`config.mk`:
```
export PLATFORM = sky130hd
export DESIGN_NAME = dmc_queue
export DESIGN_NICKNAME = d
export VERILOG_FILES = /design/src/dmc_pkg.sv /design/src/dmc_queue.sv
export SDC_FILE = /design/constraint.sdc
export NUM_CORES = 1
export LEC_CHECK = 0
export ABC_CLOCK_PERIOD_IN_PS = 5600
export BUFFER_PORTS_ARGS = -buffer_cell sky130_fd_sc_hd__buf_4
export CAP_MARGIN = 0
export CORE_MARGIN = 5
export CORE_UTILIZATION = 55
export CTS_CLUSTER_DIAMETER = 100
export DETAILED_ROUTE_END_ITERATION = 7
export GPL_ROUTABILITY_DRIVEN = 0
export PLACE_DENSITY = 0.77
export RECOVER_POWER = 25
export SYNTH_ARGS = -nofsm -noshare
export SYNTH_HDL_FRONTEND = slang
export SYNTH_SLANG_ARGS = --single-unit
```
`constraint.sdc`:
```
create_clock -name clk -period 5.6 [get_ports clk]
set_clock_uncertainty 0.1 [all_clocks]
set_input_delay 0.56 -clock clk [delete_from_list [all_inputs] [get_ports clk]]
set_output_delay 0.56 -clock clk [all_outputs]
set_load 0.02 [all_outputs]
```
`src/dmc_pkg.sv`:
```
// Shared types and constants for the direct-mapped cache tag check.
// No dependencies; used by every module of the block.
`default_nettype none

package dmc_pkg;

  // Configuration port
  localparam int CFG_W     = 4;
  localparam int CFG_IDX_W = 2;

  localparam logic [CFG_IDX_W-1:0] REG_OFFSET_BITS = 2'd0;
  localparam logic [CFG_IDX_W-1:0] REG_INDEX_BITS  = 2'd1;
  localparam logic [CFG_IDX_W-1:0] REG_CACHE_CLOCK = 2'd2;

  localparam logic [CFG_W-1:0] OFFSET_BITS_RST = 4'd4;
  localparam logic [CFG_W-1:0] INDEX_BITS_RST  = 4'd4;
  localparam logic [CFG_W-1:0] CACHE_CLOCK_RST = 4'd1;

  // Legal ranges of the registers
  localparam logic [CFG_W-1:0] OFFSET_BITS_MAX = 4'd12;
  localparam logic [CFG_W-1:0] INDEX_BITS_MIN  = 4'd1;
  localparam logic [CFG_W-1:0] INDEX_BITS_MAX  = 4'd10;
  localparam logic [CFG_W-1:0] CACHE_CLOCK_MIN = 4'd1;
  localparam logic [CFG_W-1:0] CACHE_CLOCK_MAX = 4'd10;

  // Largest line count the index field can address
  localparam int INDEX_LIMIT = 1024;

  // Result field widths
  localparam int INDEX_OUT_W = 10;
  localparam int TAG_OUT_W   = 23;
  localparam int COUNT_W     = 32;
  localparam int AVG_W       = 16;
  localparam int FRAC_W      = 8;

  // Average access time: hit_time + MISS_PENALTY * misses / accesses
  localparam int MISS_PENALTY = 120;
  localparam int PENALTY_Q8   = MISS_PENALTY << FRAC_W;
  localparam int QUOT_W       = 15;
  localparam int PROD_W       = COUNT_W + QUOT_W;
  localparam int DIV_STEPS    = QUOT_W;
  localparam int STEP_W       = $clog2(DIV_STEPS + 1);

  // Queue between lookup and divider
  localparam int QUEUE_DEPTH = 4;
  localparam int QPTR_W      = $clog2(QUEUE_DEPTH);
  localparam int QCNT_W      = $clog2(QUEUE_DEPTH + 1);

  typedef struct packed {
    logic [CFG_W-1:0] offset_bits;
    logic [CFG_W-1:0] index_bits;
    logic [CFG_W-1:0] cache_clock;
  } cfg_t;

  // One classified access waiting for its average time
  typedef struct packed {
    logic                   hit;
    logic [INDEX_OUT_W-1:0] line_index;
    logic [TAG_OUT_W-1:0]   tag_value;
    logic [COUNT_W-1:0]     access_count;
    logic [COUNT_W-1:0]     hit_count;
    logic [COUNT_W-1:0]     miss_count;
    logic [CFG_W-1:0]       hit_time;
  } entry_t;

endpackage

`default_nettype wire

```
`src/dmc_queue.sv`:
```
// Small FIFO of classified accesses between the lookup front and the divider.
// Depends on dmc_pkg for entry_t and the queue depth.
`default_nettype none

module dmc_queue (
  input  wire logic                        clk,
  input  wire logic                        rst_n,
  input  wire logic                        push,
  input  wire dmc_pkg::entry_t             push_entry,
  input  wire logic                        pop,
  output dmc_pkg::entry_t                  pop_entry,
  output logic                             not_empty,
  output logic [dmc_pkg::QCNT_W-1:0]       count
);

  dmc_pkg::entry_t                 slot_r [dmc_pkg::QUEUE_DEPTH];
  logic [dmc_pkg::QPTR_W-1:0]      wr_ptr_r;
  logic [dmc_pkg::QPTR_W-1:0]      rd_ptr_r;
  logic [dmc_pkg::QCNT_W-1:0]      count_r;
  logic [dmc_pkg::QCNT_W-1:0]      count_nxt;

  // Store the incoming beat
  always_ff @(posedge clk) begin
    if (push) begin
      slot_r[wr_ptr_r] <= push_entry;
    end
  end

  always_comb begin
    count_nxt = count_r;
    if (push && !pop) begin
      count_nxt = count_r + dmc_pkg::QCNT_W'(1);
    end else if (pop && !push) begin
      count_nxt = count_r - dmc_pkg::QCNT_W'(1);
    end
  end

  // Advance pointers and occupancy
  always_ff @(posedge clk) begin
    if (!rst_n) begin
      wr_ptr_r <= '0;
      rd_ptr_r <= '0;
      count_r  <= '0;
    end else begin
      if (push) begin
        wr_ptr_r <= wr_ptr_r + dmc_pkg::QPTR_W'(1);
      end
      if (pop) begin
        rd_ptr_r <= rd_ptr_r + dmc_pkg::QPTR_W'(1);
      end
      count_r <= count_nxt;
    end
  end

  assign pop_entry = slot_r[rd_ptr_r];
  assign not_empty = (count_r != '0);
  assign count     = count_r;

endmodule

`default_nettype wire

```
==> run summary, run 1 <==
Outcome = complete, no violations
Metal1 wirelength = 14.78 mm
Number of synthesized flops with an enable pin = 536
Leading cell types by total area after synthesis = edfxtp_1 82%, mux4_2 15%, dfxtp_1 0.91%, buf_6 0.46%, buf_2 0.38%
Fin nets = 1192
Total half-perimeter wirelength after legalization and detailed placement = 21.56 mm
Ys flop type = edfxtp_1
Row cnt = 69
Total area of multi-input combinational cells = 3272 µm²
Worst skew pair latency = 570 ps
Filler Cells Inserted = 2255
Cell at the root of the clock tree = clkbuf_16
Global route overflow = 0
Clock H-tree levels = 2
Category of the worst setup path launch point = register
Vias after detailed routing = 8754
Leading post-synthesis cells by instance count = 536 x edfxtp_1, 134 x mux4_2, 15 x buf_2
Unrepaired setup endpoints after global routing = false
1st-pass router iterations = 5
Critical Path Sink Type = output port
Total nets after synthesis = 886
Netlist Area Pre-Place = 19740 µm²
Maxcap violations = 0
Most frequent cell after synthesis = edfxtp_1
First-pass GRT wire length = 54.50 mm
Vias in the first global route = 9069
Sequential cell area = 16280 µm²
Area Growth Syn to Fin = 19.66%
Initial antenna violation count = 4
Number of vias per cell = 5.644
Overall die area = 39790 µm²
Maximum operating frequency = 298.6 MHz
Quantity of gates resized following cts = 0
DRT antenna net count = 0
Worst IR drop on VDD = 0.3500 mV
Post-synthesis area per instance = 26.61 µm²
Count of final setup violators = 0
Placed Instances = 1456
Worst-case hold slack = 83.67 ps
Cell type with the highest aggregate area in the netlist = edfxtp_1
Power, Total = 9.074 mW
Gate count after technology mapping = 742
Max Fanout on Critical Path = 76
TritonCTS clock tree = built
Average detailed-routed wire length per instance = 23.55 µm
Routed length on met2 = 17.80 mm
Starting Density = 0.5564
Clock period minus final worst setup slack = 3349 ps
Met3 wire len = 3.113 mm
Clock transition at path regs = 60 ps
Top-level port count = 276
Launch point of the worst hold path = push_entry[69]
Post-route DRC = 0
Required time at the worst-slack endpoint = 4940 ps
Final Routed Wirelength = 36.53 mm
Quantity of I/O buffers inserted on ports = 275
Total power per unit cell area = 384.0 nW/µm²
Total Neg Setup Slack = 0 ps
Crit path arrival time = 2690 ps
Post-route non-filler standard cell count = 1551
Startpoint-to-endpoint class of the critical path = register to output port
Width of the die = 199.5 µm
Overall track demand over capacity in global routing = 0.1823
Uppermost layer routed = met5
Maximum clock insertion buffer count = 3
Final number of hold-violating endpoints = 0
CTS Buf Count = 51
Actual slew at the worst max-slew pin = 930.8 ps
Worst reg2reg startpoint = wr_ptr_r[0]
Post-synth top area share = 0.8152
Post-synthesis sequential element count = 545
Share of synthesized area occupied by flip-flops and latches = 0.8243
Number of buffers inserted by hold repair at cts = 0
Share of synthesized flip-flops with an asynchronous set or reset = 0
Chip Height = 199.5 µm
Clock sink total = 545
Setup Buffers After CTS = 0
Number of distinct library cells after synthesis = 18
Largest net degree at the start of global routing = 89
Fraction of layout instances using a drive strength above 1 = 0.3682
Share of the clock period used by the worst path = 0.5980
Core region area = 35480 µm²
Leakage component of the power = 7.711 nW
Initial drt markers = 567
Number of synthesis warnings = 0
Class of the tightest hold or removal check = primary input to register
Final Slew Violations = 0
Tightest slew margin relative to the limit = 0.3795
## report_power, final
part / total (mW) / internal (mW) / switching, mW / leakage (nW)
clock network: 3.28 / 1.91 / 1.37 / 0.779
logic: 1.04 / 0.467 / 0.568 / 1.93
registers: 4.76 / 4.69 / 0.0697 / 5.00
## logic make-up after synthesis
kind of cell / count (synthesis) / share of synthesized area
AOI/OAI and AO/OA: 2 / 0.0006336
xor gates and xnor gates: 5 / 0.002218
adders and majority gates: 6 / 0.004183
buffers and inverters: 34 / 0.01046
DFF: 545 / 0.8243
muxes: 136 / 0.1539
and+or+nand+nor: 14 / 0.004309
## layer usage
layer,up-vias,track usage
met4,6,0.05509
met5,-,0
met2,290,0.2813
met3,51,0.05294
met1,4590,0.2599
li1,3817,-
## stage by stage
stage / instance area (µm²) / util / worst slack [ps]
after global routing: 23630 / 0.6659 / 2011
final: 23630 / 0.6659 / 2251
after floorplan: 19740 / - / 1365
after global placement: 22350 / 0.6298 / 2772
after CTS: 23950 / 0.6751 / 2146
after detailed placement: 22350 / 0.6298 / 2770
## critical path, stage by stage, from the launching register on
cell and delay (ps):
dfxtp_4 930, buf_12 420, mux4_2 440, buf_4 180
## layout by cell type (no fill, tap or decap), types with 2 or more instances in the layout
cell	instances
xor2_1	3
buf_4	189
bufinv_16	3
ha_1	5
clkinv_2	4
dfxtp_1	7
nor2b_1	2
and2_1	5
clkbuf_8	3
clkinv_1	13
clkinv_4	2
buf_12	6
edfxtp_1	536
dfxtp_4	2
mux4_2	134
clkbuf_1	103
mux2i_1	2
inv_1	4
xnor2_1	2
clkbuf_16	53
and2_4	4
or3_1	2
## final timing paths
path | slack, ps | cells after the start | endpoint
max | 2250 | 3 | pop_entry[85]
min | 80 | 1 | slot_r[0][69]
max reg2reg | 3270 | 4 | slot_r[0][118]
min reg2reg | 430 | 2 | count[2]
## layout make-up
class,instances,area share
sequential,545,0.6892
clock buffer,71,0.06027
tap,461,0.02441
clock inverter,23,0.007785
antenna,1,0.0001059
multi-input combinational,163,0.1385
inverter,4,0.0006355
timing repair buffer,283,0.07912
## sequential cells by signal, indices dropped and copies added (netlist names), named ones only
| signal | count |
|---|---|
| slot_r | 536 |
| count | 3 |
| rd_ptr_r | 2 |
| wr_ptr_r | 2 |
Note: power is estimated with default switching activity, not from simulation.
==> inputs of run 2 (changes only) <==
- ABC_CLOCK_PERIOD_IN_PS: 5600 -> 3200
- clock period: 5.6 -> 3.2 ns (I/O delays scaled with it)
==> run 2 against run 1 <==
- clock power grew 78%
- core utilization rose by 4.6 points
- worst hold slack better by 310 ps
- largest power group unchanged
- highest routed layer is now met4
==> run summary, run 2 (synthesized netlist as in run 1, its figures left out) <==
1st-pass router iterations = 7
Overall die area = 39790 µm²
Largest net degree at the start of global routing = 75
Row cnt = 69
Width of the die = 199.5 µm
Average detailed-routed wire length per instance = 24.28 µm
Maximum operating frequency = 356.6 MHz
Cell Area, Placed = 22570 µm²
Critical Path Sink Type = output port
Total Neg Setup Slack = 0 ps
Worst IR drop on VDD = 0.5735 mV
Post-route DRC = 0
Starting Density = 0.5564
Vias in the first global route = 10490
Area Growth Syn to Fin = 27.96%
Required time at the worst-slack endpoint = 2780 ps
Class of the tightest hold or removal check = primary input to register
Power, Total = 16.21 mW
Global route overflow = 0
Max Fanout on Critical Path = 21
Filler Cells Inserted = 2040
Total power per unit cell area = 641.8 nW/µm²
Post-route non-filler standard cell count = 1711
Maxcap violations = 0
Final Routed Wirelength = 41.54 mm
Fraction of layout instances using a drive strength above 1 = 0.3451
TritonCTS clock tree = built
Quantity of I/O buffers inserted on ports = 275
Final number of hold-violating endpoints = 0
Largest register FFs = 536
Crit path arrival time = 2380 ps
Share of the clock period used by the worst path = 0.8763
Vias after detailed routing = 9539
DRT antenna net count = 0
Clock H-tree levels = 2
Core region area = 35480 µm²
Leakage component of the power = 8.432 nW
Cell at the root of the clock tree = clkbuf_16
Clock transition at path regs = 60 ps
First-pass GRT wire length = 62.20 mm
Final Slew Violations = 0
Placed Instances = 1472
Initial antenna violation count = 3
Total half-perimeter wirelength after legalization and detailed placement = 23.29 mm
Maximum clock insertion buffer count = 3
Top-level port count = 276
Tightest slew margin relative to the limit = 0.4873
Most flop-heavy register = slot_r
Outcome = complete, no violations
Initial drt markers = 663
Chip Height = 199.5 µm
Clock sink total = 545
Clock period minus final worst setup slack = 2804 ps
CTS Buf Count = 53
Actual slew at the worst max-slew pin = 769.1 ps
Startpoint-to-endpoint class of the critical path = register to output port
Fin nets = 1347
Worst skew pair latency = 580 ps
Category of the worst setup path launch point = register
Unrepaired setup endpoints after global routing = false
Quantity of gates resized following cts = 0
Overall track demand over capacity in global routing = 0.2096
Worst-case hold slack = 391.5 ps
Most used cells in the layout excluding fill and tap cells = 536 x edfxtp_1, 202 x buf_4, 137 x dlygate4sd3_1, 134 x mux4_2, 94 x clkbuf_1
Count of final setup violators = 0
Number of vias per cell = 5.575
Cell area after layout = 25260 µm²
Most common cell after layout, fill and taps aside = edfxtp_1
==> run 2: cell types whose count changed in the layout (fill, tap and decap cells not counted), sizes merged <==
cell / delta
dlygate4sd3: +137
buf: +21
bufinv: -1
clkbuf: -10
inv: +1
diode: +3
clkinv: +8
clkinvlp: +1
==> run 2: timing repair <==
item,in CTS,in global routing
endpoints found under the hold margin,545,0
hold buffers,137,0
buffers inserted,0,0
==> run 2: through the flow <==
step	setup WS (ps)	utilization
after CTS	304.1	0.7205
after floorplan	470.9	-
after global routing	218.7	0.7119
after global placement	934.0	0.6360
final	395.8	0.7120
after detailed placement	947.6	0.6360
==> run 2: path summary, 6_finish.rpt <==
check,endpoint,start,cells after the start,slack [ps]
max,pop_entry[44],register,3,400
max reg2reg,slot_r[1][129],wr_ptr_r[0],3,1200
min,slot_r[1][73],push_entry[73],2,390
min reg2reg,wr_ptr_r[1],wr_ptr_r[1],2,460
==> run 2: where the power goes <==
part | total (mW) | internal, mW | leakage [nW] | switching [mW]
clock network | 5.84 | 3.30 | 0.799 | 2.55
logic | 2.05 | 0.967 | 2.63 | 1.08
registers | 8.33 | 8.20 | 5.00 | 0.123
total | 16.2 | 12.5 | 8.43 | 3.75
==> run 2: per-layer routing <==
metal | share of wire | global-route usage | wire length [µm] | up-vias
met5 | 0 | 0.002469 | 0 | -
met4 | 0.026 | 0.07044 | 1088 | 0
met3 | 0.075 | 0.05058 | 3113 | 73
met2 | 0.51 | 0.3478 | 21230 | 385
met1 | 0.39 | 0.2790 | 16110 | 4941
li1 | - | - | - | 4140
==> run 2: layout make-up <==
cell class | count | area (µm²) | area share
sequential | 545 | 16280 | 0.6445
timing repair buffer | 436 | 3480 | 0.1377
multi-input combinational | 163 | 3272 | 0.1295
clock buffer | 66 | 1418 | 0.05611
tap | 461 | 576.8 | 0.02283
clock inverter | 32 | 210.2 | 0.008320
inverter | 4 | 15.01 | 0.0005943
antenna | 4 | 10.01 | 0.0003962
==> run 2: critical path, stage by stage, from the launching register on <==
cell and delay, ps:
dfxtp_4 650, buf_4 380, mux4_2 580, buf_4 180
==> inputs of run 3 (changes only) <==
- ABC_AREA: not set -> 1
- SETUP_SLACK_MARGIN: not set -> 0.2
==> run 3 against run 2 <==
- critical path depth is 1 higher
- core utilization decreased by 1.4 points
- worst hold slack got worse by 30 ps
- non-clock buffer count shrank 2
- area after synthesis up 3.0%
- fmax down 2.6%
- global-route usage increased by 1.9 points
- register-to-register slack got worse by 110 ps
- final area up 0.88%
- critical path type unchanged
- largest power group unchanged
==> run summary, run 3 <==
Clock H-tree levels = 2
Maximum clock insertion buffer count = 3
Number of synthesized flops with an enable pin = 536
Overall track demand over capacity in global routing = 0.2284
Longest individual stage delay on the worst path = 510 ps
Count of cell instances traversed by the critical path = 4
Initial drt markers = 991
Fin nets = 1899
Initial antenna violation count = 3
1st-pass router iterations = 5
Most used cells in the layout excluding fill and tap cells = 536 x edfxtp_1, 274 x nor2_1, 216 x o21ai_0, 203 x buf_4, 137 x dlygate4sd3_1
Number of synthesis warnings = 0
Leading cell types by total area after synthesis = edfxtp_1 79%, o21ai_0 5.3%, nor2_1 5.1%, o22ai_1 4.1%, buf_6 1.5%
Post-synthesis simple-gate area fraction = 0.05296
Total Neg Setup Slack = 0 ps
Critical Path Sink Type = output port
Most frequent cell after synthesis = edfxtp_1
Category of the worst setup path launch point = register
Outcome = complete, no violations
Core region area = 36520 µm²
Share of the clock period used by the worst path = 0.8998
Netlist Area Pre-Place = 20340 µm²
Post-route DRC = 0
Delay-heaviest family, CP = buffers and inverters
CP max-delay cell = dfxtp_4
Adder-cell area share of the yosys netlist = 0.004060
Quantity of I/O buffers inserted on ports = 275
Multiplexer share of the synthesized area = 0
CTS Buf Count = 53
Total half-perimeter wirelength after legalization and detailed placement = 25.61 mm
Final number of hold-violating endpoints = 0
Tightest slew margin relative to the limit = 0.4791
Worst Hold Path Cells = 1
Dominant combinational cell family by area after synthesis = compound AO/OA/AOI/OAI gates
Total power per unit cell area = 630.3 nW/µm²
Post-synthesis area per instance = 15.02 µm²
Top-level port count = 276
Largest register FFs = 536
Actual slew at the worst max-slew pin = 781.3 ps
Post-synth top area share = 0.7912
Maxcap violations = 0
Clock transition at path regs = 60 ps
Placement-stage worst setup slack = 935.0 ps
Largest net degree at the start of global routing = 167
Number of distinct library cells after synthesis = 21
Global route overflow = 0
Number of cells traversed by the worst register-to-register path = 5
DRT antenna net count = 0
Row cnt = 70
Filler Cells Inserted = 2348
Area share of xor/xnor cells in the synthesized design = 0
Buf+Inv Stages, Crit Path = 2
Crit path arrival time = 2460 ps
Cell type with the highest aggregate area in the netlist = edfxtp_1
Average detailed-routed wire length per instance = 20.89 µm
Fraction of layout instances using a drive strength above 1 = 0.1709
Share of synthesized flip-flops with an asynchronous set or reset = 0
Final Routed Wirelength = 47.36 mm
Ys flop type = edfxtp_1
Leakage component of the power = 8.764 nW
First-pass GRT wire length = 74.13 mm
Share of synthesized area occupied by flip-flops and latches = 0.8001
Clock sink total = 545
Clock period minus final worst setup slack = 2879 ps
Vias after detailed routing = 13030
Width of the die = 202.3 µm
Worst IR drop on VDD = 0.6746 mV
TritonCTS clock tree = built
Area Growth Syn to Fin = 25.29%
Series of cell instances along the critical path = buf_16 > o21ai_0 > o22ai_1 > buf_4
Final Slew Violations = 0
Overall die area = 40930 µm²
Count of final setup violators = 0
Final critical-path setup slack = 320.6 ps
Maximum operating frequency = 347.3 MHz
Gate count after technology mapping = 1354
Most flop-heavy register = slot_r
Post-layout util = 0.6978
Chip Height = 202.3 µm
Post-synthesis sequential element count = 545
Max Fanout on Critical Path = 166
Area fraction in compound gates after synthesis = 0.1096
Required time at the worst-slack endpoint = 2780 ps
Leading post-synthesis cells by instance count = 536 x edfxtp_1, 274 x nor2_1, 216 x o21ai_0
Startpoint-to-endpoint class of the critical path = register to output port
Cell at the root of the clock tree = clkbuf_16
Starting Density = 0.5570
Number of vias per cell = 5.749
Unrepaired setup endpoints after global routing = false
Class of the tightest hold or removal check = register to register
Total nets after synthesis = 1498
Worst skew pair latency = 580 ps
Vias in the first global route = 13470
Most common cell after layout, fill and taps aside = edfxtp_1
run 3: power by group:
part	total (mW)	switching, mW	internal [mW]
clock network	5.90	2.53	3.37
registers	8.24	0.0771	8.16
logic	1.93	1.21	0.714
total	16.1	3.82	12.2
run 3: kinds of logic (layout without fill, tap and decap cells):
kind of cell / count (synthesis) / count (layout)
AND/OR/NAND/NOR: 286 / 286
flip-flops: 545 / 545
adder cells (fa/ha/maj): 6 / 6
AO/OA/AOI/OAI: 412 / 412
other: 0 / 3
buffers and inverters: 105 / 547
run 3: final cells by class:
type,count,area (µm²),area share
tap,468,585.6,0.02298
inverter,17,91.34,0.003584
clock inverter,29,214.0,0.008395
sequential,545,16290,0.6390
multi-input combinational,704,3407,0.1337
timing repair buffer,434,3475,0.1363
antenna,3,7.507,0.0002946
clock buffer,67,1421,0.05577
run 3: layer usage:
metal / up-vias / wire, µm / GRT usage
met5: - / 0 / 0
met4: 0 / 1027 / 0.06208
met3: 85 / 4370 / 0.06193
met2: 545 / 23530 / 0.3844
met1: 6473 / 18430 / 0.2979
li1: 5930 / - / -
run 3: final timing paths:
kind	slack (ps)	to	start
setup reg to reg	1090	slot_r[1][13]	wr_ptr_r[1]
hold reg to reg	360	register	rd_ptr_r[1]
setup / recovery	320	pop_entry[82]	register
hold / removal	360	register	rd_ptr_r[1]
run 3: metrics by stage:
stage	instance area, µm²	cells	total power [mW]	hold WS (ps)
finish	25490	2267	16.07	361.4
global route	25490	2267	16.63	358.0
CTS	25770	2264	16.18	336.2
detailed placement	22760	2031	10.20	335.5
global placement	22760	2031	10.15	314.6
floorplan	20380	1354	9.384	311.5
run 3: repair_timing:
action | in CTS | in global routing
resized for setup | 0 | 2
buffers inserted | 0 | 0
hold endpoints to repair | 545 | 0
setup endpoints to repair | 0 | 2
hold buffers | 137 | 0
