<file path="src/dmc_pkg.sv">
// Shared types and constants for the direct-mapped cache tag check.
// No dependencies; used by every module of the block.
`default_nettype none

package dmc_pkg;

  // Configuration port
  localparam int CFG_W     = 4;
  localparam int CFG_IDX_W = 2;

  localparam logic [CFG_IDX_W-1:0] REG_OFFSET_BITS = 2'd0;
  localparam logic [CFG_IDX_W-1:0] REG_INDEX_BITS  = 2'd1;
  localparam logic [CFG_IDX_W-1:0] REG_CACHE_CLOCK = 2'd2;

  localparam logic [CFG_W-1:0] OFFSET_BITS_RST = 4'd4;
  localparam logic [CFG_W-1:0] INDEX_BITS_RST  = 4'd4;
  localparam logic [CFG_W-1:0] CACHE_CLOCK_RST = 4'd1;

  // Legal ranges of the registers
  localparam logic [CFG_W-1:0] OFFSET_BITS_MAX = 4'd12;
  localparam logic [CFG_W-1:0] INDEX_BITS_MIN  = 4'd1;
  localparam logic [CFG_W-1:0] INDEX_BITS_MAX  = 4'd10;
  localparam logic [CFG_W-1:0] CACHE_CLOCK_MIN = 4'd1;
  localparam logic [CFG_W-1:0] CACHE_CLOCK_MAX = 4'd10;

  // Largest line count the index field can address
  localparam int INDEX_LIMIT = 1024;

  // Result field widths
  localparam int INDEX_OUT_W = 10;
  localparam int TAG_OUT_W   = 23;
  localparam int COUNT_W     = 32;
  localparam int AVG_W       = 16;
  localparam int FRAC_W      = 8;

  // Average access time: hit_time + MISS_PENALTY * misses / accesses
  localparam int MISS_PENALTY = 120;
  localparam int PENALTY_Q8   = MISS_PENALTY << FRAC_W;
  localparam int QUOT_W       = 15;
  localparam int PROD_W       = COUNT_W + QUOT_W;
  localparam int DIV_STEPS    = QUOT_W;
  localparam int STEP_W       = $clog2(DIV_STEPS + 1);

  // Queue between lookup and divider
  localparam int QUEUE_DEPTH = 4;
  localparam int QPTR_W      = $clog2(QUEUE_DEPTH);
  localparam int QCNT_W      = $clog2(QUEUE_DEPTH + 1);

  typedef struct packed {
    logic [CFG_W-1:0] offset_bits;
    logic [CFG_W-1:0] index_bits;
    logic [CFG_W-1:0] cache_clock;
  } cfg_t;

  // One classified access waiting for its average time
  typedef struct packed {
    logic                   hit;
    logic [INDEX_OUT_W-1:0] line_index;
    logic [TAG_OUT_W-1:0]   tag_value;
    logic [COUNT_W-1:0]     access_count;
    logic [COUNT_W-1:0]     hit_count;
    logic [COUNT_W-1:0]     miss_count;
    logic [CFG_W-1:0]       hit_time;
  } entry_t;

endpackage

`default_nettype wire

</file>
<file path="src/dmc_back.sv">
// Divider back end: computes the average access time of each queued beat
// one quotient bit per cycle and holds the result in the output register.
// Depends on dmc_pkg.
`default_nettype none

module dmc_back (
  input  wire logic                             clk,
  input  wire logic                             rst_n,
  input  wire logic                             q_valid,
  input  wire dmc_pkg::entry_t                  q_entry,
  output logic                                  pop,
  output logic                                  out_valid,
  input  wire logic                             out_ready,
  output logic                                  out_hit,
  output logic [dmc_pkg::INDEX_OUT_W-1:0]       out_line_index,
  output logic [dmc_pkg::TAG_OUT_W-1:0]         out_tag_value,
  output logic [dmc_pkg::COUNT_W-1:0]           out_access_count,
  output logic [dmc_pkg::COUNT_W-1:0]           out_hit_count,
  output logic [dmc_pkg::COUNT_W-1:0]           out_miss_count,
  output logic [dmc_pkg::AVG_W-1:0]             out_avg_access_time_q8
);

  typedef enum logic [2:0] {
    ST_IDLE = 3'b001,
    ST_DIV  = 3'b010,
    ST_DONE = 3'b100
  } back_state_t;

  back_state_t                   state_r;
  back_state_t                   state_nxt;
  dmc_pkg::entry_t               ent_r;
  logic [dmc_pkg::COUNT_W-1:0]   rem_r;
  logic [dmc_pkg::QUOT_W-1:0]    sh_r;
  logic [dmc_pkg::STEP_W-1:0]    step_r;

  logic [dmc_pkg::PROD_W-1:0]    prod;
  logic [dmc_pkg::COUNT_W:0]     trial;
  logic [dmc_pkg::COUNT_W:0]     dvs;
  logic                          qbit;
  logic [dmc_pkg::COUNT_W-1:0]   rem_nxt;
  logic [dmc_pkg::QUOT_W-1:0]    sh_nxt;

  logic                          out_free;
  logic                          load_out;
  dmc_pkg::entry_t               out_ent_r;
  logic [dmc_pkg::AVG_W-1:0]     out_avg_r;
  logic                          out_valid_r;

  // Numerator misses * penalty in Q8; its upper part is already below the divisor
  assign prod = dmc_pkg::PROD_W'(q_entry.miss_count) *
                dmc_pkg::PROD_W'(dmc_pkg::PENALTY_Q8);

  // One restoring division step
  always_comb begin
    trial   = {rem_r, sh_r[dmc_pkg::QUOT_W-1]};
    dvs     = {1'b0, ent_r.access_count};
    qbit    = (trial >= dvs);
    rem_nxt = qbit ? dmc_pkg::COUNT_W'(trial - dvs) : dmc_pkg::COUNT_W'(trial);
    sh_nxt  = {sh_r[dmc_pkg::QUOT_W-2:0], qbit};
  end

  assign out_free = !out_valid_r || out_ready;
  assign load_out = (state_r == ST_DONE) && out_free;
  assign pop      = q_valid && ((state_r == ST_IDLE) || load_out);

  always_comb begin
    state_nxt = state_r;
    unique case (state_r)
      ST_IDLE: begin
        if (pop) begin
          state_nxt = ST_DIV;
        end
      end
      ST_DIV: begin
        if (step_r == dmc_pkg::STEP_W'(1)) begin
          state_nxt = ST_DONE;
        end
      end
      ST_DONE: begin
        if (load_out) begin
          state_nxt = pop ? ST_DIV : ST_IDLE;
        end
      end
      default: begin
        state_nxt = ST_IDLE;
      end
    endcase
  end

  always_ff @(posedge clk) begin
    if (!rst_n) begin
      state_r <= ST_IDLE;
    end else begin
      state_r <= state_nxt;
    end
  end

  // Load a new beat or advance the divider
  always_ff @(posedge clk) begin
    if (pop) begin
      ent_r  <= q_entry;
      rem_r  <= prod[dmc_pkg::PROD_W-1:dmc_pkg::QUOT_W];
      sh_r   <= prod[dmc_pkg::QUOT_W-1:0];
      step_r <= dmc_pkg::STEP_W'(dmc_pkg::DIV_STEPS);
    end else if (state_r == ST_DIV) begin
      rem_r  <= rem_nxt;
      sh_r   <= sh_nxt;
      step_r <= step_r - dmc_pkg::STEP_W'(1);
    end
  end

  // Output register: payload
  always_ff @(posedge clk) begin
    if (load_out) begin
      out_ent_r <= ent_r;
      out_avg_r <= dmc_pkg::AVG_W'({ent_r.hit_time, dmc_pkg::FRAC_W'(0)}) +
                   dmc_pkg::AVG_W'(sh_r);
    end
  end

  // Output register: valid
  always_ff @(posedge clk) begin
    if (!rst_n) begin
      out_valid_r <= 1'b0;
    end else if (load_out) begin
      out_valid_r <= 1'b1;
    end else if (out_ready) begin
      out_valid_r <= 1'b0;
    end
  end

  assign out_valid              = out_valid_r;
  assign out_hit                = out_ent_r.hit;
  assign out_line_index         = out_ent_r.line_index;
  assign out_tag_value          = out_ent_r.tag_value;
  assign out_access_count       = out_ent_r.access_count;
  assign out_hit_count          = out_ent_r.hit_count;
  assign out_miss_count         = out_ent_r.miss_count;
  assign out_avg_access_time_q8 = out_avg_r;

endmodule

`default_nettype wire

</file>
<file path="config.mk">
export PLATFORM = sky130hd
export DESIGN_NAME = dmc_back
export DESIGN_NICKNAME = d
export VERILOG_FILES = /design/src/dmc_pkg.sv /design/src/dmc_back.sv
export SDC_FILE = /design/constraint.sdc
export NUM_CORES = 1
export LEC_CHECK = 0
export BUFFER_PORTS_ARGS = -buffer_cell sky130_fd_sc_hd__buf_2
export CORE_ASPECT_RATIO = 1.2
export CORE_MARGIN = 1
export CORE_UTILIZATION = 55
export CTS_CLUSTER_DIAMETER = 120
export CTS_CLUSTER_SIZE = 30
export DETAILED_ROUTE_END_ITERATION = 12
export PLACE_DENSITY = 0.79
export SYNTH_ARGS = -nofsm -noshare
export SYNTH_HDL_FRONTEND = slang
export SYNTH_SLANG_ARGS = --single-unit
</file>
<file path="constraint.sdc">
create_clock -name clk -period 9.65 [get_ports clk]
set_clock_uncertainty 0.1 [all_clocks]
set_input_delay 0.965 -clock clk [delete_from_list [all_inputs] [get_ports clk]]
set_output_delay 0.965 -clock clk [all_outputs]
set_load 0.005 [all_outputs]
</file>
==> flow_results.org, run 1 <==
** Drt
- After detailed routing, the total wire length is 33,900 microns.
- Final antenna-violating net count :: 0
- In the routed design, unresolved DRC markers number 0.
- Drt first pass iters :: 5
- Via count of the routed design :: 10.63k
- Iter 0 DRT Violations :: 726
- Average vias per placed instance :: 5.566
- Wire per inst :: 17.75 microns

** Logic synthesis
- Mean Syn Cell Area :: 13.21 sq um
- For this run, the leading register cell type out of synthesis is sky130_fd_sc_hd__edfxtp_1.
- Synthesis produced a netlist whose cell count is 1,243.
- Portion of the post-synthesis area used by sequential elements :: 0.6011
- Fraction of registers with async set or reset after synthesis :: 0
- Syn Nets :: 1,521
- Number of synthesized register bits :: 335
- In this run the cell area of the synthesized design comes to 16,420 sq um.
- Counting flops with a built-in enable in the synthesized netlist gives 316.
- Yosys printed 0 warnings.
- Count of distinct cell types in the synthesized netlist :: 73

** Finish
- In the final layout, the share of cells above drive strength 1 is 0.2157.
- Most frequent standard cell in the layout excluding fill and tap cells :: sky130_fd_sc_hd__edfxtp_1
- Net count of the finished layout :: 1,798
- Commonest non-fill, non-tap cells in the layout :: sky130_fd_sc_hd__edfxtp_1 (316), sky130_fd_sc_hd__buf_2 (285), sky130_fd_sc_hd__inv_1 (140), sky130_fd_sc_hd__nand2_1 (89), sky130_fd_sc_hd__ha_1 (77)
- Final antenna diode count :: 0
- Non-Filler Instances :: 1,910
- Final Instance Area :: 18,680 sq um
- From synthesis to final layout, the design area changed by 13.78%.

** Floorplan
- Starting density of the core :: 0.5643
- The floorplan has 68 rows.
- The total area inside the core boundary comes to 29,100 sq um.
- 286 I/O pins were placed.
- The floorplan step set the die width to 159.7 microns.
- Die area :: 30,550 sq um
- Die H :: 191.3 microns

** Power
- VDD sags by at most 0.1258 mV.
- Clock group share of total power :: 0.189
- Standby leakage power :: 7.644 nW
- Of the total power, the share spent switching nets is 0.3287.
- Power spread over the standard cell area amounts to 204.9 nW/um^2.
- The share of total power dissipated in sequential elements is 0.465.
- Of the total power, combinational logic draws 0.346.
- Summed over all nets, the switching power comes to 1.258 mW.
- Power Internal :: 2.570 mW

** Setup path
- The cell family contributing the most delay on the critical path is compound AO/OA/AOI/OAI gates.
- The worst setup path is launched from an input pin.
- The largest individual stage delay along the critical path comes from the cell sky130_fd_sc_hd__fa_1.
- Startpoint of the worst register-to-register path :: rem_r[19]
- Critical Path RT :: 9.83 ns
- For the worst flop-to-flop path, the logic depth is 10.
- STA classifies the critical path endpoint as a register.
- On the worst path, the slowest cell contributes a delay of 0.55 ns.
- Critical path fanouts, max :: 7
- The number of buffers and inverters on the critical path is 3.
- The worst setup path is of the in2reg kind.
- The most critical setup path has its startpoint at q_entry[7].
- Count of cell instances traversed by the critical path :: 14
- CP Data Arrival Time :: 4.59 ns
- The critical path goes through buf_2, inv_1, fa_1, inv_1, fa_1, ha_1, a21o_2, a21o_1, a221oi_2, o31ai_2, a211oi_2, a2bb2oi_1, mux2i_1, a211oi_1.

** Global routing
- Initial antenna violation count :: 0
- Via count of the first global-routing pass :: 10.56k
- Overall track demand over capacity in global routing :: 0.2256
- Maximum number of pins on one net before global-route repair :: 147
- The first global-routing pass estimated 54,200 microns of wire.
- Summed over all layers, the global routing overflow is 0.

** Min path
- Counting instances, the worst hold path has a depth of 0.
- Startpoint of the tightest hold check path :: ent_r[10]
- Worst hold path type :: reg2reg

** Placed design
- Pre-CTS setup slack :: 4.753 ns
- Placed cell count :: 1,888
- PortBufs :: 285
- The congestion estimate from routability-driven global placement came to 0.9038.
- Placed standard-cell area :: 18,250 sq um
- Summed over all nets, the half-perimeter wirelength after detailed placement is 24,810 microns.

** Timing
- Timing would allow up to 226.9 MHz.
- Setup repair after global routing left no endpoint under its margin.
- The clock period could shrink to 4.408 ns.
- Setup violations remaining at the end of the flow were counted as 0.
- Transition time of the tightest slew-check pin :: 1.062 ns
- Count of final max-slew check failures :: 0
- Of the available clock period, the critical path in the final layout requires 0.4568.
- Hold is met by 0.3279 ns.
- Final number of hold-violating endpoints :: 0
- Setup_tns :: 0 ns
- Worst-case setup margin in the final layout :: 5.242 ns
- Worst slew margin :: 0.2892

** CTS
- The clock drives 335 sinks.
- In this run the number of H-tree levels came out at 1.
- TritonCTS created 15 clock buffers.
- Quantity of hold-fixing buffers added after cts :: 0
- Clock Pin Slew Worst Setup and Hold Paths :: 0.12 ns
- Deepest clock path buffer count :: 3
- The tree is rooted in a sky130_fd_sc_hd__clkbuf_16.
- Once the clock tree was built, the setup fixing pass inserted 0 buffers.
- Clock insertion delay at the later pin of the skew report :: 0.52 ns
- CTS-repair resized insts :: 0
- TritonCTS built the clock tree.

** Run status
- The run finished with clean final reports.

** Flow run
- Maximum Capacitance Violations :: 0
cell usage after synthesis, types with 15 or more instances:
library cell               instances  area [sq um]
sky130_fd_sc_hd__a211oi_1         19         142.6
sky130_fd_sc_hd__a21o_1           33         247.7
sky130_fd_sc_hd__a21oi_1          76         380.4
sky130_fd_sc_hd__a31oi_1          15         93.84
sky130_fd_sc_hd__clkbuf_1         20         75.07
sky130_fd_sc_hd__dfxtp_1          19         380.4
sky130_fd_sc_hd__edfxtp_1        316          9489
sky130_fd_sc_hd__fa_1             63          1261
sky130_fd_sc_hd__ha_1             77         963.4
sky130_fd_sc_hd__inv_1           140         525.5
sky130_fd_sc_hd__nand2_1          89         334.1
sky130_fd_sc_hd__nand3_1          23         115.1
sky130_fd_sc_hd__nor2_1           60         225.2
sky130_fd_sc_hd__o21ai_0          51         255.2
sky130_fd_sc_hd__xnor2_1          35         306.5
sky130_fd_sc_hd__xor2_1           21         183.9
final cells by class:
class | instances | area [sq um]
Timing Repair Buffer | 290 | 1476
Inverter | 141 | 536.8
Tap cell | 385 | 481.7
Fill cell | 2256 | 10420
Multi-Input combinational cell | 737 | 5889
Clock buffer | 20 | 394.1
Sequential cell | 335 | 9869
Clock inverter | 2 | 33.78
worst paths after layout:
path | to | slack (ns)
hold / removal | out_miss_count[6] | 0.33
hold reg to reg | out_miss_count[6] | 0.33
setup / recovery | rem_r[31] | 5.24
setup reg to reg | rem_r[30] | 5.78
flip-flops by register name, indices dropped and copies added, names as in the netlist:
name,flops
dvs,32
ent_r,102
out_access_count,32
out_avg_access_time_q8,16
out_hit,1
out_hit_count,32
out_line_index,10
out_miss_count,32
out_tag_value,23
out_valid,1
rem_r,32
sh_r,15
state_r,3
step_r,4
metrics by stage:
stage / power, mW / util
after floorplan: 2.823 / -
after global placement: 3.096 / 0.6273
after detailed placement: 3.130 / 0.6273
after CTS: 3.852 / 0.6420
after global routing: 4.071 / 0.6420
final: 3.828 / 0.6420
logic make-up (layout without fill, tap and decap cells):
group | Yosys count | in the layout | share of synthesized area
AND/OR/NAND/NOR | 255 | 255 | 0.07407
XOR/XNOR | 56 | 56 | 0.02987
buffers and inverters | 171 | 453 | 0.04069
flip-flops | 335 | 335 | 0.6011
multiplexers | 10 | 10 | 0.006249
adder cells (fa/ha/maj) | 140 | 140 | 0.1355
AO/OA/AOI/OAI | 276 | 276 | 0.1126
metal layers:
metal	share of wire	up-vias	global-route usage	wire length, microns
met2	0.54	365	0.4268	18220
met1	0.39	5185	0.2736	13140
li1	-	5047	-	-
met4	0.017	0	0.05067	564
met3	0.058	34	0.02842	1972
met5	0	-	0	0
worst register-to-register path, stage by stage (launching register included):
cell,delay [ns]
sky130_fd_sc_hd__edfxtp_1,0.44
sky130_fd_sc_hd__ha_1,0.41
sky130_fd_sc_hd__a21oi_1,0.23
sky130_fd_sc_hd__o21ai_0,0.13
sky130_fd_sc_hd__or4_1,0.60
sky130_fd_sc_hd__nor3_4,0.23
sky130_fd_sc_hd__o21a_1,0.50
sky130_fd_sc_hd__buf_4,0.44
sky130_fd_sc_hd__a21oi_1,0.08
sky130_fd_sc_hd__a211oi_1,0.33
sky130_fd_sc_hd__a211oi_2,0.08
power by group through the flow:
stage               clock network [mW]  registers (mW)  logic (mW)
floorplan                            0            1.79        1.03
global placement                     0            1.81        1.29
detailed placement                   0            1.81        1.32
CTS                              0.743            1.78        1.33
global route                     0.789            1.79        1.50
finish                           0.724            1.78        1.33
Note: power is estimated with default switching activity, not from simulation.
==> inputs of run 2 (changes only) <==
--- a/config.mk
+++ b/config.mk
@@ -5,14 +5,15 @@
 export SDC_FILE = /design/constraint.sdc
 export NUM_CORES = 1
 export LEC_CHECK = 0
+export ABC_AREA = 1
 export BUFFER_PORTS_ARGS = -buffer_cell sky130_fd_sc_hd__buf_2
 export CORE_ASPECT_RATIO = 1.2
 export CORE_MARGIN = 1
-export CORE_UTILIZATION = 55
+export CORE_UTILIZATION = 52
 export CTS_CLUSTER_DIAMETER = 120
 export CTS_CLUSTER_SIZE = 30
 export DETAILED_ROUTE_END_ITERATION = 12
-export PLACE_DENSITY = 0.79
+export PLACE_DENSITY = 0.77
 export SYNTH_ARGS = -nofsm -noshare
 export SYNTH_HDL_FRONTEND = slang
 export SYNTH_SLANG_ARGS = --single-unit
==> constraint.sdc (replaced) <==
create_clock -name clk -period 3.7 [get_ports clk]
set_clock_uncertainty 0.1 [all_clocks]
set_input_delay 0.37 -clock clk [delete_from_list [all_inputs] [get_ports clk]]
set_output_delay 0.37 -clock clk [all_outputs]
set_load 0.005 [all_outputs]
==> run 2 against run 1 <==
Sequential power grew to 2.9 times the previous value; via count up 25%; utilization rose by 1.8 points; critical path type unchanged; largest cell class unchanged; largest power group is now combinational cells; highest routed layer unchanged.
==> flow_results.org, run 2 <==
** Timing
- Worst-case setup margin in the final layout :: 0.09545 ns (was 5.242 ns)
- The total of endpoints with negative setup slack in the final report is 0 (unchanged).
- In the finished design, the share of the clock period the worst path needs comes to 0.9742.
- The worst path in the final design needs a cycle of 3.605 ns, including I/O delays and setup.
- The accumulated negative setup slack is 0 ns (unchanged).
- The worst-margin pin slew was 0.6016 ns (was 1.062 ns).
- Static timing analysis puts the maximum clock frequency at 277.4 MHz.
- Unrepaired setup endpoints after global routing :: true (was false)
- Final number of hold-violating endpoints :: 0 (unchanged)
- Count of final max-slew check failures :: 0 (unchanged)
- The relative slew slack was 0.5990 (was 0.2892).
- Post-route worst hold slack :: 0.01686 ns (was 0.3279 ns)

** Logic synthesis
- The largest area contributor in the netlist is sky130_fd_sc_hd__edfxtp_1 (unchanged).
- The fraction of the yosys area taken by sequential cells came to 0.5530 (was 0.6011).
- Cell types with the highest counts after synthesis :: sky130_fd_sc_hd__nand2_1 (444), sky130_fd_sc_hd__inv_1 (328), sky130_fd_sc_hd__edfxtp_1 (316) (was sky130_fd_sc_hd__edfxtp_1 (316), sky130_fd_sc_hd__inv_1 (140), sky130_fd_sc_hd__nand2_1 (89))
- The prevailing post-synth register cell is sky130_fd_sc_hd__edfxtp_1 (unchanged).
- The number of flops mapped to enable cells by yosys is 316 (unchanged).
- Area fraction of the dominant cell type after synthesis :: 0.5317 (was 0.5779)
- The total number of yosys warnings is 0 (unchanged).
- The most repeated cell in the gate-level netlist after synthesis is sky130_fd_sc_hd__nand2_1 (was sky130_fd_sc_hd__edfxtp_1).
- The cell count after synthesis was 1,751 (was 1,243).
- The number of synthesized register bits is 335 (unchanged).
- The post-synthesis net count was 2,029 (was 1,521).
- The share of async-settable or async-resettable flops after synthesis is 0 (unchanged).
- Mean Syn Cell Area :: 10.19 sq um (was 13.21 sq um)
- Area contributors post-synth :: sky130_fd_sc_hd__edfxtp_1 (53%), sky130_fd_sc_hd__nand2_1 (9.3%), sky130_fd_sc_hd__fa_1 (7.1%), sky130_fd_sc_hd__inv_1 (6.9%), sky130_fd_sc_hd__ha_1 (5.4%) (was sky130_fd_sc_hd__edfxtp_1 (58%), sky130_fd_sc_hd__fa_1 (7.7%), sky130_fd_sc_hd__ha_1 (5.9%), sky130_fd_sc_hd__inv_1 (3.2%), sky130_fd_sc_hd__a21oi_1 (2.3%))
- The cell area after synthesis was 17,850 sq um (was 16,420 sq um).
- The number of distinct library cell variants in the gate-level netlist after synthesis is 45 (was 73).

** Power
- Highest ir drop seen on vdd :: 0.3988 mV (was 0.1258 mV)
- The total power after layout is 13.04 mW (was 3.828 mW).
- Standby leakage power :: 9.872 nW (was 7.644 nW)
- Cell Pwr Density :: 591.0 nW/um^2 (was 204.9 nW/um^2)

** Finish
- The end-of-flow core utilization came to 0.6602 (was 0.6420).
- Commonest non-fill, non-tap cells in the layout: sky130_fd_sc_hd__nand2_1 (427), sky130_fd_sc_hd__edfxtp_1 (316), sky130_fd_sc_hd__inv_1 (307), sky130_fd_sc_hd__buf_2 (284), sky130_fd_sc_hd__dlygate4sd3_1 (132) (was sky130_fd_sc_hd__edfxtp_1 (316), sky130_fd_sc_hd__buf_2 (285), sky130_fd_sc_hd__inv_1 (140), sky130_fd_sc_hd__nand2_1 (89), sky130_fd_sc_hd__ha_1 (77)).
- The final non-filler cell area came to 22,070 sq um (was 18,680 sq um).
- Register containing the most flip-flops in the final layout :: ent_r (unchanged)
- Most frequent standard cell in the layout excluding fill and tap cells :: sky130_fd_sc_hd__nand2_1 (was sky130_fd_sc_hd__edfxtp_1)
- The non-filler instance count after layout was 2,645 (was 1,910).
- Net count of the finished layout :: 2,469 (was 1,798)
- The count of antenna diodes in the layout is 0 (unchanged).
- The layout overhead on the synthesized area came to 23.67% (was 13.78%).
- Max FFs per register :: 102 (unchanged)
- The fraction of layout instances using a drive strength above 1 was 0.2118 (was 0.2157).

** Global routing
- The global-route usage over all layers was 0.2517 (was 0.2256).
- Via count of the first global-routing pass :: 13.50k (was 10.56k)
- Met1 track utilization from global routing :: 0.2999 (was 0.2736)
- The pin count of the biggest net entering global routing came to 94 (was 147).
- Met2 Resource Use GR :: 0.4711 (was 0.4268)
- The routing layer with the top usage in global route was met2 (unchanged).
- The global-route wire length before repair came to 68,160 microns (was 54,200 microns).
- Met3 routing resource usage after global routing :: 0.02145 (was 0.02842)
- The remaining global-route overflow is 0 (unchanged).
- The number of antenna violations at the first check in global routing is 0 (unchanged).

** Floorplan
- I/O Pins :: 286 (unchanged)
- The area of the core was 33,430 sq um (was 29,100 sq um).
- The full die area was 35,070 sq um (was 30,550 sq um).
- The height of the chip was 204.9 microns (was 191.3 microns).
- Width of the chip :: 171.1 microns (was 159.7 microns)
- Starting density of the core :: 0.5338 (was 0.5643)
- The number of cell rows came to 73 (was 68).

** Setup path
- The category of the critical setup timing path is in2reg (unchanged).
- The most numerous cell type found on the critical path is sky130_fd_sc_hd__nand2_1.
- The critical path launch point type was an input pin (unchanged).
- Crit path buffers/inverters :: 5 (was 3)
- The required time reported for the critical path endpoint is 3.88 ns (was 9.83 ns).
- Startpoint of the worst register-to-register path :: dvs[2] (was rem_r[19])
- CP Data Arrival Time :: 3.78 ns (was 4.59 ns)
- Family with the most delay on the worst path :: adder cells (was compound AO/OA/AOI/OAI gates)
- Ordered list of cells on the worst path :: dlygate4sd3_1, buf_2, clkinvlp_4, fa_1, fa_1, inv_1, ha_1, nand2_1, nor2_2, inv_1, nor4_2, nand2_2, nand2_1, nand2_1, nand3_1, nand2_1 (was buf_2, inv_1, fa_1, inv_1, fa_1, ha_1, a21o_2, a21o_1, a221oi_2, o31ai_2, a211oi_2, a2bb2oi_1, mux2i_1, a211oi_1)
- Terminus of the critical flop-to-flop path :: rem_r[23] (was rem_r[30])
- Worst stage delay on the critical path :: 0.53 ns (was 0.55 ns)
- Number of cell instances on the worst register-to-register path :: 13 (was 10)
- The largest fanout of any net on the critical path came to 4 (was 7).
- Reg-to-reg setup timing slack :: 0.79 ns (was 5.78 ns)
- Capturing element type of the critical path :: register (unchanged)
- Cell with the biggest individual delay on the critical path :: sky130_fd_sc_hd__dlygate4sd3_1 (was sky130_fd_sc_hd__fa_1)

** Drt
- Via count of the routed design :: 13.27k (was 10.63k)
- The count of antenna-violating nets left after detailed routing was 0 (unchanged).
- The DRC violation total after the first TritonRoute iteration is 816 (was 726).
- The length of the first detailed-routing pass in iterations is 5 (unchanged).
- The routed length per placed instance is 16.55 microns (was 17.75 microns).
- Drt drc :: 0 (unchanged)
- Routed wire length :: 43,780 microns (was 33,900 microns)
- Average vias per placed instance :: 5.018 (was 5.566)

** Placed design
- The placed wire-length estimate after detailed placement is 32,400 microns (was 24,810 microns).
- The pre-CTS setup slack came to 0.0008868 ns (was 4.753 ns).
- The number of placed instances, taps included was 2,481 (was 1,888).
- Placed standard-cell area :: 19,850 sq um (was 18,250 sq um)
- PortBufs :: 285 (unchanged)
- Final RePlAce weighted congestion :: 0.9772 (was 0.9038)

** Flow run
- The count of maximum capacitance violations was 0 (unchanged).

** CTS
- The TritonCTS buffer count was 15 (unchanged).
- Clock insertion delay at the later pin of the skew report :: 0.53 ns (was 0.52 ns)
- The maximum root-to-sink buffer count was 3 (unchanged).
- The root buffer cell is sky130_fd_sc_hd__clkbuf_16 (unchanged).
- The maximum level of the CTS H-tree is 1 (unchanged).
- The number of clock sinks is 335 (unchanged).
- The clock transition time at the flip-flop clock pins of the worst setup and hold paths is 0.12 ns (about the same).
- Clock tree from TritonCTS :: built (unchanged)

** Min path
- Startpoint of the tightest hold check path :: q_entry[34] (was ent_r[10])
- Worst min-delay path endpoint :: ent_r[34] (was out_miss_count[6])
- The class of the tightest hold or removal check is in2reg (was reg2reg).
- The number of instances on the worst hold path is 1 (was 0).

** Run status
- Status :: finished, final reports clean (unchanged)
[run 2: cell types whose count changed in the layout (fill, tap and decap cells not counted), moves of 27 or more]
| cell | change |
|---|---|
| sky130_fd_sc_hd__nand2_1 | +338 |
| sky130_fd_sc_hd__o21ai_0 | -29 |
| sky130_fd_sc_hd__inv_1 | +167 |
| sky130_fd_sc_hd__nand3_1 | +88 |
| sky130_fd_sc_hd__nand3b_1 | +28 |
| sky130_fd_sc_hd__nand2_2 | +30 |
| sky130_fd_sc_hd__a21oi_1 | -27 |
| sky130_fd_sc_hd__dlygate4sd3_1 | +132 |
| sky130_fd_sc_hd__a21o_1 | -28 |
[run 2: logic make-up after synthesis]
kind of cell | synth area share
compound gates | 0.04368
buf+inv | 0.07894
simple gates | 0.1840
flops | 0.5530
xor+xnor | 0.01571
fa+ha+maj | 0.1247
[run 2: how the worst max path moves through the flow]
stage,from,end,cells past startpoint
floorplan,out_ready,out_access_count[0],4
global placement,q_entry[24],rem_r[27],14
detailed placement,q_entry[29],rem_r[27],17
CTS,q_entry[12],rem_r[26],18
global route,q_entry[17],rem_r[26],16
finish,q_entry[17],rem_r[26],16
[run 2: worst reg2reg max path, stage by stage (launching register included)]
cell                       delay, ns
sky130_fd_sc_hd__edfxtp_1       0.42
sky130_fd_sc_hd__inv_1          0.06
sky130_fd_sc_hd__ha_1           0.49
sky130_fd_sc_hd__nand2_1        0.16
sky130_fd_sc_hd__nor2_1         0.15
sky130_fd_sc_hd__nand3_2        0.10
sky130_fd_sc_hd__nand3_2        0.15
sky130_fd_sc_hd__nand2_2        0.08
sky130_fd_sc_hd__nand2_2        0.11
sky130_fd_sc_hd__nand2_4        0.21
sky130_fd_sc_hd__nand2_8        0.30
sky130_fd_sc_hd__nand2_1        0.14
sky130_fd_sc_hd__nand3_1        0.13
sky130_fd_sc_hd__nand2_1        0.07
[run 2: cell type report]
cell class	count	area [sq um]
Fill cell	2628	11360
Sequential cell	335	9869
Multi-Input combinational cell	1057	6885
Timing Repair Buffer	442	2975
Inverter	340	1353
Tap cell	450	563.0
Clock buffer	20	394.1
Clock inverter	1	30.03
[run 2: what timing repair did]
action	in CTS	in global routing
hold buffers	132	0
setup endpoints to repair	0	20
endpoints found under the hold margin	135	0
resized for setup	0	110
buffers inserted	0	11
[run 2: metal layers]
layer / share of wire / wire length [microns]
met1: 0.40 / 17690
met2: 0.52 / 22730
met3: 0.044 / 1908
met4: 0.033 / 1453
met5: 0 / 0
[run 2: power breakdown]
part           switching, mW  internal (mW)  leakage [nW]  total, mW
Sequential             0.246           4.89          3.08       5.14
Combinational           3.87           2.16          6.59       6.03
Clock                   1.10          0.774         0.202       1.87
==> inputs of run 3 (changes only) <==
--- a/config.mk
+++ b/config.mk
@@ -13,7 +13,7 @@
 export CTS_CLUSTER_DIAMETER = 120
 export CTS_CLUSTER_SIZE = 30
 export DETAILED_ROUTE_END_ITERATION = 12
-export PLACE_DENSITY = 0.77
+export PLACE_DENSITY_LB_ADDON = 0.08
 export SYNTH_ARGS = -nofsm -noshare
 export SYNTH_HDL_FRONTEND = slang
 export SYNTH_SLANG_ARGS = --single-unit
==> run 3 against run 2 <==
Critical endpoint is now rem_r[18]; via count fell by 0.16%; register-to-register slack gained 0.05 ns; critical path depth is 2 higher.
==> flow_results.org, run 3 (synthesized netlist as in run 2, its figures left out) <==
** Power
- The worst IR drop on VDD was 0.4623 mV (was 0.3988 mV).
- The standby leakage power was 9.937 nW (was 9.872 nW).
- The power density relative to cell area came to 594.5 nW/um^2 (was 591.0 nW/um^2).

** Setup path
- Cell with the biggest individual delay on the critical path :: sky130_fd_sc_hd__dlygate4sd3_1 (unchanged)
- The startpoint of the most critical setup path is q_entry[14] (was q_entry[17]).
- Type of element launching the critical path :: input pin (unchanged)
- The combined buffer and inverter count along the critical path was 7 (was 5).
- Worst stage delay on the critical path :: 0.52 ns (was 0.53 ns)
- The cell repeated most along the worst path is sky130_fd_sc_hd__nand2_1 (unchanged).
- The top cell family by delay on the critical path was adder cells (unchanged).
- The data arrival at the endpoint of the critical path was 3.79 ns (was 3.78 ns).
- Capturing element type of the critical path :: register (unchanged)
- Startpoint of the worst register-to-register path :: rem_r[19] (was dvs[2])
- The category of the critical setup timing path is in2reg (unchanged).
- Ordered list of cells on the worst path: dlygate4sd3_1, buf_2, clkinvlp_4, buf_4, fa_1, fa_1, inv_1, ha_4, nand2_1, nor2_2, inv_1, nor3_2, buf_4, nand4_1, nand3_1, nand2_1, nand3_1, nand2_1 (was dlygate4sd3_1, buf_2, clkinvlp_4, fa_1, fa_1, inv_1, ha_1, nand2_1, nor2_2, inv_1, nor4_2, nand2_2, nand2_1, nand2_1, nand3_1, nand2_1).
- Critical path fanouts, max :: 5 (was 4)
- Critical Path RT :: 3.90 ns (was 3.88 ns)

** Run status
- Status: finished, final reports clean (unchanged).

** Finish
- The flip-flop count of the largest register, all copies and words added came to 102 (unchanged).
- Final Instance Area :: 22,160 sq um (was 22,070 sq um)
- Net count of the finished layout :: 2,482 (was 2,469)
- Commonest non-fill, non-tap cells in the layout :: sky130_fd_sc_hd__nand2_1 (428), sky130_fd_sc_hd__edfxtp_1 (316), sky130_fd_sc_hd__inv_1 (309), sky130_fd_sc_hd__buf_2 (285), sky130_fd_sc_hd__dlygate4sd3_1 (133) (was sky130_fd_sc_hd__nand2_1 (427), sky130_fd_sc_hd__edfxtp_1 (316), sky130_fd_sc_hd__inv_1 (307), sky130_fd_sc_hd__buf_2 (284), sky130_fd_sc_hd__dlygate4sd3_1 (132))
- Final antenna diode count :: 0 (unchanged)
- Most frequent standard cell in the layout excluding fill and tap cells :: sky130_fd_sc_hd__nand2_1 (unchanged)
- Final core occ :: 0.6628 (was 0.6602)
- The layout overhead on the synthesized area was 24.16% (was 23.67%).
- Layout cell share with drive strength beyond 1 :: 0.2151 (was 0.2118)
- Register containing the most flip-flops in the final layout :: ent_r (unchanged)

** Drt
- The length of the first detailed-routing pass in iterations is 5 (unchanged).
- The remaining design rule violation count is 0 (unchanged).
- Iter 0 DRT Violations :: 588 (was 816)
- The per-cell via count in the routed design is 4.986 (was 5.018).
- Routed wire length :: 43,480 microns (was 43,780 microns)
- The via total after detailed routing was 13.25k (was 13.27k).
- Wire per inst :: 16.36 microns (was 16.55 microns)
- The count of antenna-violating nets left after detailed routing was 0 (unchanged).

** CTS
- The TritonCTS buffer count came to 15 (unchanged).
- Deepest clock path buffer count :: 3 (unchanged)
- The clock tree from TritonCTS was built (unchanged).
- The maximum level of the CTS H-tree is 1 (unchanged).
- The root buffer cell was sky130_fd_sc_hd__clkbuf_16 (unchanged).
- The insertion delay of the later-clocked pin in the worst-skew pair is 0.53 ns (about the same).
- Number of sinks driven by the clock tree :: 335 (unchanged)
- Clock Pin Slew Worst Setup and Hold Paths :: 0.11 ns (was 0.12 ns)

** Global routing
- Initial antenna violation count :: 0 (unchanged)
- Maximum number of pins on one net before global-route repair :: 87 (was 94)
- Global-route wire length before repair :: 67,730 microns (was 68,160 microns)
- Overall track demand over capacity in global routing :: 0.2501 (was 0.2517)
- The remaining global-route overflow is 0 (unchanged).
- The number of global-route vias before repair was 13.48k (was 13.50k).

** Placed design
- Final RePlAce weighted congestion :: 0.9853 (was 0.9772)
- Pre-CTS setup slack :: 0.009663 ns (was 0.0008868 ns)
- The instance area at placement was 19,940 sq um (was 19,850 sq um).
- PortBufs :: 285 (unchanged)
- Hpwl dp :: 32,720 microns (was 32,400 microns)

** Floorplan
- Die H :: 204.9 microns (unchanged)
- Core Rows :: 73 (unchanged)
- The starting utilization of the core area is 0.5338 (unchanged).
- I/O Pins :: 286 (unchanged)
- The full die area is 35,070 sq um (unchanged).
- Floorplan core area :: 33,430 sq um (unchanged)
- Width of the chip :: 171.1 microns (unchanged)

** Min path
- Startpoint of the tightest hold check path :: q_entry[35] (was q_entry[34])
- Worst hold path type :: in2reg (unchanged)

** Timing
- Final setup viols :: 0 (unchanged)
- Worst-case setup margin in the final layout :: 0.1077 ns (was 0.09545 ns)
- The final hold slack is 0.02103 ns (was 0.01686 ns).
- The worst-margin pin slew is 0.6504 ns (was 0.6016 ns).
- The relative slew slack is 0.5655 (was 0.5990).
- Fraction of the cycle the final worst path needs :: 0.9709 (was 0.9742)
- Final number of hold-violating endpoints :: 0 (unchanged)
- The achievable clock frequency was 278.4 MHz (was 277.4 MHz).
- Minimum period implied by the final worst setup slack :: 3.592 ns (was 3.605 ns)
- The max-slew violation total from the final report was 0 (unchanged).

** Flow run
- Maximum Capacitance Violations :: 0 (unchanged)
==> run 3: cell count changes in the layout (fill, tap and decap cells not counted), moves of 2 or more <==
cell	delta
sky130_fd_sc_hd__nor2_2	+3
sky130_fd_sc_hd__ha_4	+3
sky130_fd_sc_hd__o21ai_0	+3
sky130_fd_sc_hd__buf_4	+11
sky130_fd_sc_hd__clkinvlp_4	-2
sky130_fd_sc_hd__o21ai_2	-2
sky130_fd_sc_hd__nor2_4	-4
sky130_fd_sc_hd__ha_1	-3
sky130_fd_sc_hd__inv_1	+2
==> run 3: cell type report <==
cell class | instances | area, sq um
fillers | 2702 | 11270
flip-flops and latches | 335 | 9869
clock buffers | 19 | 390.4
repair buffers | 455 | 3073
well taps | 450 | 563.0
inverters | 340 | 1341
clock inverters | 2 | 27.53
multi-input cells | 1057 | 6893
==> run 3: where the power goes <==
part | switching (mW) | internal, mW | total (mW)
Combinational | 3.92 | 2.20 | 6.12
Clock | 1.13 | 0.772 | 1.90
Sequential | 0.258 | 4.89 | 5.15
==> run 3: final timing paths <==
check | to | slack, ns | cells after the start
hold reg to reg | out_miss_count[8] | 0.31 | 0
setup / recovery | rem_r[18] | 0.11 | 18
hold / removal | ent_r[35] | 0.02 | 1
setup reg to reg | rem_r[25] | 0.84 | 12
==> run 3: layer usage <==
layer | part of all wire | global-route usage | vias up
met1 | 0.42 | 0.3080 | 6313
li1 | - | - | 6598
met5 | 0 | 0 | -
met4 | 0.022 | 0.06409 | 0
met2 | 0.52 | 0.4646 | 286
met3 | 0.038 | 0.02473 | 55
==> run 3: per-stage QoR <==
stage	power [mW]	instances	TNS [ns]
after floorplan	9.296	1751	0
after global placement	10.88	2492	0
after detailed placement	10.94	2492	0
after CTS	12.93	2646	0
after global routing	14.13	2658	-0.06448
final	13.17	2658	0
==> run 3: repair_timing <==
action / 4_1_cts / 5_1_grt
setup buffers: 0 / 12
setup endpoints to repair: 0 / 22
hold buffers: 133 / 0
gates resized for setup: 0 / 99
endpoints found under the hold margin: 136 / 0
